--- src/rtl/nec_pkg.sv ---
// shared constants and types for the nested envelope counter
`timescale 1ns / 1ps
package nec_pkg;
	localparam int MAX_PAIRS_DEF = 256;
	localparam int DIM_BITS_DEF  = 16;
	localparam int FIELD_BITS    = 16;
	localparam int COUNT_BITS    = 9;

	// controller to datapath commands
	typedef struct packed {
		logic store;      // write incoming pair at fill count
		logic drop;       // mark overflow
		logic sort_init;  // i <= 1
		logic sort_load;  // issue read of store[i]
		logic sort_key;   // key <= read data, j <= i, issue read of i-1
		logic sort_shift; // store[j] <= store[j-1], j--, issue read of j-1
		logic sort_place; // store[j] <= key, i++
		logic lis_init;   // i <= 0, chain <= 0
		logic lis_load;   // read pair i
		logic lis_start;  // lo <= 0, hi <= chain, capture height
		logic lis_probe;  // issue tail read at mid
		logic lis_step;   // narrow lo / hi
		logic lis_write;  // write tail, extend chain when lo == chain, i++
		logic result;     // load result register, clear counts
	} nec_cmd_t;

	// datapath to controller status
	typedef struct packed {
		logic full;       // fill count at capacity
		logic sort_more;  // i < count
		logic sort_move;  // j > 0 and key goes before store[j-1]
		logic lis_more;   // i < count
		logic lo_lt_hi;   // search still open
	} nec_sts_t;
endpackage

--- src/rtl/nec_control.sv ---
// controller state machine for load, sort, chain and result phases
`timescale 1ns / 1ps
module nec_control import nec_pkg::*; (
	input  logic     clk,
	input  logic     arst_n,
	input  logic     in_valid,
	output logic     in_ready,
	input  logic     in_last,
	output logic     out_valid,
	input  logic     out_ready,
	input  nec_sts_t sts,
	output nec_cmd_t cmd
);
	localparam logic [3:0] S_LOAD  = 4'd0;
	localparam logic [3:0] S_SINIT = 4'd1;
	localparam logic [3:0] S_SLOAD = 4'd2;
	localparam logic [3:0] S_SCMP  = 4'd3;
	localparam logic [3:0] S_SKEY  = 4'd4;
	localparam logic [3:0] S_LINIT = 4'd5;
	localparam logic [3:0] S_LRD   = 4'd6;
	localparam logic [3:0] S_LST   = 4'd7;
	localparam logic [3:0] S_LPRB  = 4'd8;
	localparam logic [3:0] S_LSTEP = 4'd9;
	localparam logic [3:0] S_LWR   = 4'd10;
	localparam logic [3:0] S_RES   = 4'd11;

	logic [3:0] state_q, state_d;
	logic       ov_q;
	logic       acc;

	assign in_ready  = (state_q == S_LOAD) && !(ov_q && !out_ready);
	assign acc       = in_valid && in_ready;
	assign out_valid = ov_q;

	always_comb begin
		cmd     = '0;
		state_d = state_q;
		unique case (state_q)
			S_LOAD: begin
				if (acc) begin
					cmd.store = !sts.full;
					cmd.drop  = sts.full;
					if (in_last) state_d = S_SINIT;
				end
			end
			S_SINIT: begin
				cmd.sort_init = 1'b1;
				state_d = S_SLOAD;
			end
			S_SLOAD: begin
				if (sts.sort_more) begin
					cmd.sort_load = 1'b1;
					state_d = S_SKEY;
				end else begin
					state_d = S_LINIT;
				end
			end
			S_SKEY: begin
				cmd.sort_key = 1'b1;
				state_d = S_SCMP;
			end
			S_SCMP: begin
				if (sts.sort_move) begin
					cmd.sort_shift = 1'b1;
				end else begin
					cmd.sort_place = 1'b1;
					state_d = S_SLOAD;
				end
			end
			S_LINIT: begin
				cmd.lis_init = 1'b1;
				state_d = S_LRD;
			end
			S_LRD: begin
				if (sts.lis_more) begin
					cmd.lis_load = 1'b1;
					state_d = S_LST;
				end else begin
					state_d = S_RES;
				end
			end
			S_LST: begin
				cmd.lis_start = 1'b1;
				state_d = S_LPRB;
			end
			S_LPRB: begin
				if (sts.lo_lt_hi) begin
					cmd.lis_probe = 1'b1;
					state_d = S_LSTEP;
				end else begin
					state_d = S_LWR;
				end
			end
			S_LSTEP: begin
				cmd.lis_step = 1'b1;
				state_d = S_LPRB;
			end
			S_LWR: begin
				cmd.lis_write = 1'b1;
				state_d = S_LRD;
			end
			S_RES: begin
				if (!ov_q || out_ready) begin
					cmd.result = 1'b1;
					state_d = S_LOAD;
				end
			end
			default: state_d = S_LOAD;
		endcase
	end

	always_ff @(posedge clk or negedge arst_n) begin
		if (!arst_n) begin
			state_q <= S_LOAD;
			ov_q    <= 1'b0;
		end else begin
			state_q <= state_d;
			if (cmd.result) ov_q <= 1'b1;
			else if (out_ready) ov_q <= 1'b0;
		end
	end

`ifndef NO_ASSERTIONS
	a_no_accept_busy: assert property (@(posedge clk) disable iff (!arst_n)
		(state_q != S_LOAD) |-> !in_ready) else $error("accept while busy");
	a_result_raises: assert property (@(posedge clk) disable iff (!arst_n)
		cmd.result |=> out_valid) else $error("result not shown");
	a_one_cmd_write: assert property (@(posedge clk) disable iff (!arst_n)
		$countones({cmd.store, cmd.sort_shift, cmd.sort_place}) <= 1)
		else $error("pair memory write conflict");
`endif
endmodule

--- config.mk ---
export PLATFORM = sky130hd
export DESIGN_NAME = nec_control
export DESIGN_NICKNAME = d
export VERILOG_FILES = /design/src/rtl/nec_pkg.sv /design/src/rtl/nec_control.sv
export SDC_FILE = /design/constraint.sdc
export NUM_CORES = 1
export LEC_CHECK = 0
export ABC_AREA = 1
export BUFFER_PORTS_ARGS = -buffer_cell sky130_fd_sc_hd__buf_2
export CAP_MARGIN = 40
export CORE_AREA = 10 10 47 49
export CTS_CLUSTER_DIAMETER = 150
export DETAILED_ROUTE_END_ITERATION = 7
export DIE_AREA = 0 0 57 59
export GPL_TIMING_DRIVEN = 0
export PLACE_DENSITY = 0.7
export SYNTH_ARGS = -nofsm -noshare
export SYNTH_HDL_FRONTEND = slang
export SYNTH_SLANG_ARGS = --single-unit
--- constraint.sdc ---
create_clock -name clk -period 1.23 [get_ports clk]
set_input_delay 0.123 -clock clk [delete_from_list [all_inputs] [get_ports clk]]
set_output_delay 0.123 -clock clk [all_outputs]
set_load 0.1 [all_outputs]
==> results by group <==
Critical path
  • Kind of critical path: flip-flop to primary output
  • CP Max Fanout: 5
  • CP max stage delay: around 0.47 ns
  • Top delay family on crit path: simple AND/OR/NAND/NOR gates
  • Crit path top cell by count: nor2_4
  • Worst path cell trace: nor2_2 > nand2_2 > nor2_4 > nand2_4 > nor2_4 > buf_12
  • CP max-delay cell: dfrtp_2
  • Startpoint Class: flip-flop
  • WP data required: between 1 and 1.5 ns
  • CP arrival: 1.46 ns
  • Internal reg-to-reg setup slack: -0.29 ns
  • Crit. End Element: primary output
  • Worst Path Buf+Inv: 1

Floorplanning
  • Num rows: 14
  • Starting density of the core: between 30 and 40%
  • Chip height: between 50 and 60 um
  • Die area: 3363 sq um
  • Core area: ~1400 sq um
  • Die W: roughly 57 um
  • IO Pins: 26

Routing
  • Post-route ant nets: 0
  • Drt via density: around 5
  • Drt initial violations: 7
  • Post-route DRC: 0
  • WL/cell: 16.78 um
  • Vias: around 700
  • TritonRoute pass-1 iters: 4
  • Routed WL: 2399 um

STA
  • Min Hold Slack: about 0.20 ns
  • Fin worst setup slack: -0.3509 ns
  • Final setup vio count: 19
  • Final period util: 128.5%
  • Worst Clk Skew: a little over 0.01 ns
  • RSZ-0062 raised after global routing: true
  • Final Critical Period: around 1.6 ns
  • Final Max Slew Viols: 0
  • Worst Tran Pin Value: just over 0.3 ns
  • Final hold vios: 0
  • Slew headroom: between 70 and 80%
  • Fmax: about 630 MHz

Synth
  • Top cell type by total area after synthesis: dfrtp_1
  • Synth top area share: 29.33%
  • Cells after Synth: 80
  • Mapped Area: roughly 430 sq um
  • Syn Nets: 90
  • Top cells by area, synth: dfrtp_1 29%, nand2_1 20%, inv_1 18%, nor2_1 16%, nand3_1 8.2%
  • Synth warnings: 0
  • Seq cells post-synth: 5
  • Unique masters post-synth: 11
  • Sequential share of the synthesized area: between 20% and 30%
  • Syn avg cell area: approximately 5.3 sq um

Placed design
  • Dpl ws: -0.4847 ns
  • Placed Instances: about 120
  • Number of I/O port buffers: 25
  • Placed cell areas: 764.5 sq um
  • Placer Congestion: 0.7706
  • DP HPWL: approximately 1300 um

Global route
  • Initial antenna violation count: 0
  • Vias in the first global route: approximately 720
  • First-pass GRT wire length: 3305 um
  • Largest net degree at the start of global routing: 7
  • Global Route Usage Sum: 12.01%
  • Grt ovf: 0

Finish
  • Share of cells above drive strength 1: approximately three quarters
  • Area delta synth->final: 191.2%
  • Final cell count without fillers: approximately 140
  • Area occupied by multi-input gates: 457.9 sq um
  • Layout net count: around 140
  • Fillcell total: 61
  • Cell area after layout: 1242 sq um
  • Inserted Diodes: 0
  • Most frequent cells in the layout: 14 x nor2_4, 14 x buf_12, 14 x buf_4, 11 x inv_1, 10 x nand2_1
  • Reg area: 133.9 sq um

Power
  • Total power: between 3 and 4 mW
  • Cell Pwr Density: roughly 2900 nW/um^2
  • Peak VDD IR: between 1500 and 2000 uV
  • Pleak: slightly below 0.6 nW

CTS
  • Max Root-Sink Buffers: 2
  • Skew-Pair Late Insertion Delay: 0.26 ns
  • Root Driver: clkbuf_4
  • CTS tree: done
  • CTS sink count: 5
  • Clock transition at the registers of the reported paths: 0.05 ns
  • Clock H-tree levels: 1
  • Num CTS Buffers: 3

Outcome
  • Status: finished with violations
  • Violated checks: negative setup slack

Hold path
  • Hold Path Class: primary input to async pin

Run
  • Max cap viols: 0
[kinds of logic after synthesis]
group,share of synthesized area [%]
AO/OA/AOI/OAI,4.397
AND/OR/NAND/NOR,46.92
buffers and inverters,19.36
flip-flops,29.33
[metrics by stage]
stage                     setup TNS (ns)  util (%)
after floorplan                   -3.347         -
after global placement            -2.932     54.55
after detailed placement          -3.250     54.55
after CTS                         -2.954     84.82
after global routing              -5.742     88.66
final                             -4.853     88.66
[layer usage]
| metal | part of all wire (%) | routed length, um | track usage (%) |
|---|---|---|---|
| met5 | 0 | 0 | 0 |
| met1 | 36 | 865 | 12.71 |
| met2 | 54 | 1301 | 21.24 |
| met3 | 4.8 | 116 | 3.004 |
| met4 | 4.8 | 115 | 6.711 |
[layout make-up]
class                      instances  share of cell area [%]
tap                               16                   1.611
clock buffer                       4                   2.115
inverter                          22                   8.661
timing repair buffer              43                   39.98
multi-input combinational         53                   36.86
sequential                         5                   10.78
[where the power goes]
group | internal (mW) | total (mW) | switching [mW]
Clock | 0.124 | 0.206 | 0.0825
Combinational | 1.12 | 2.99 | 1.87
Sequential | 0.241 | 0.385 | 0.144
[worst paths after layout]
kind                            cells past startpoint                endpoint              startpoint
worst min-delay path                                2  state_q[0]$_DFFE_PN0P_                  arst_n
max in group asynchronous                           2   out_valid$_DFFE_PN0P_                  arst_n
worst min register to register                      2   out_valid$_DFFE_PN0P_   out_valid$_DFFE_PN0P_
min in group clk                                    5  state_q[0]$_DFFE_PN0P_                 in_last
worst max-delay path                                6                 cmd[12]  state_q[0]$_DFFE_PN0P_
worst max register to register                      8  state_q[1]$_DFFE_PN0P_  state_q[2]$_DFFE_PN0P_
[cell usage after synthesis, drive strengths merged]
master / count
a21oi: 1
dfrtp: 5
inv: 22
nand2: 23
nand3: 7
nand4: 1
nor2: 18
nor3: 1
o2111ai: 1
o21ai: 1
[state kept, by name, indices dropped and copies added (netlist names)]
signal and flops:
state_q 4, out_valid 1
[repair_timing]
| action | in CTS | in global routing |
|---|---|---|
| setup endpoints to repair | 17 | 19 |
| hold endpoints to repair | 5 | 0 |
| resized for setup | 79 | 3 |
| pin swaps | 15 | 7 |
| hold buffers | 1 | 0 |
| buffers inserted | 12 | 5 |
Note: power is estimated with default switching activity, not from simulation.
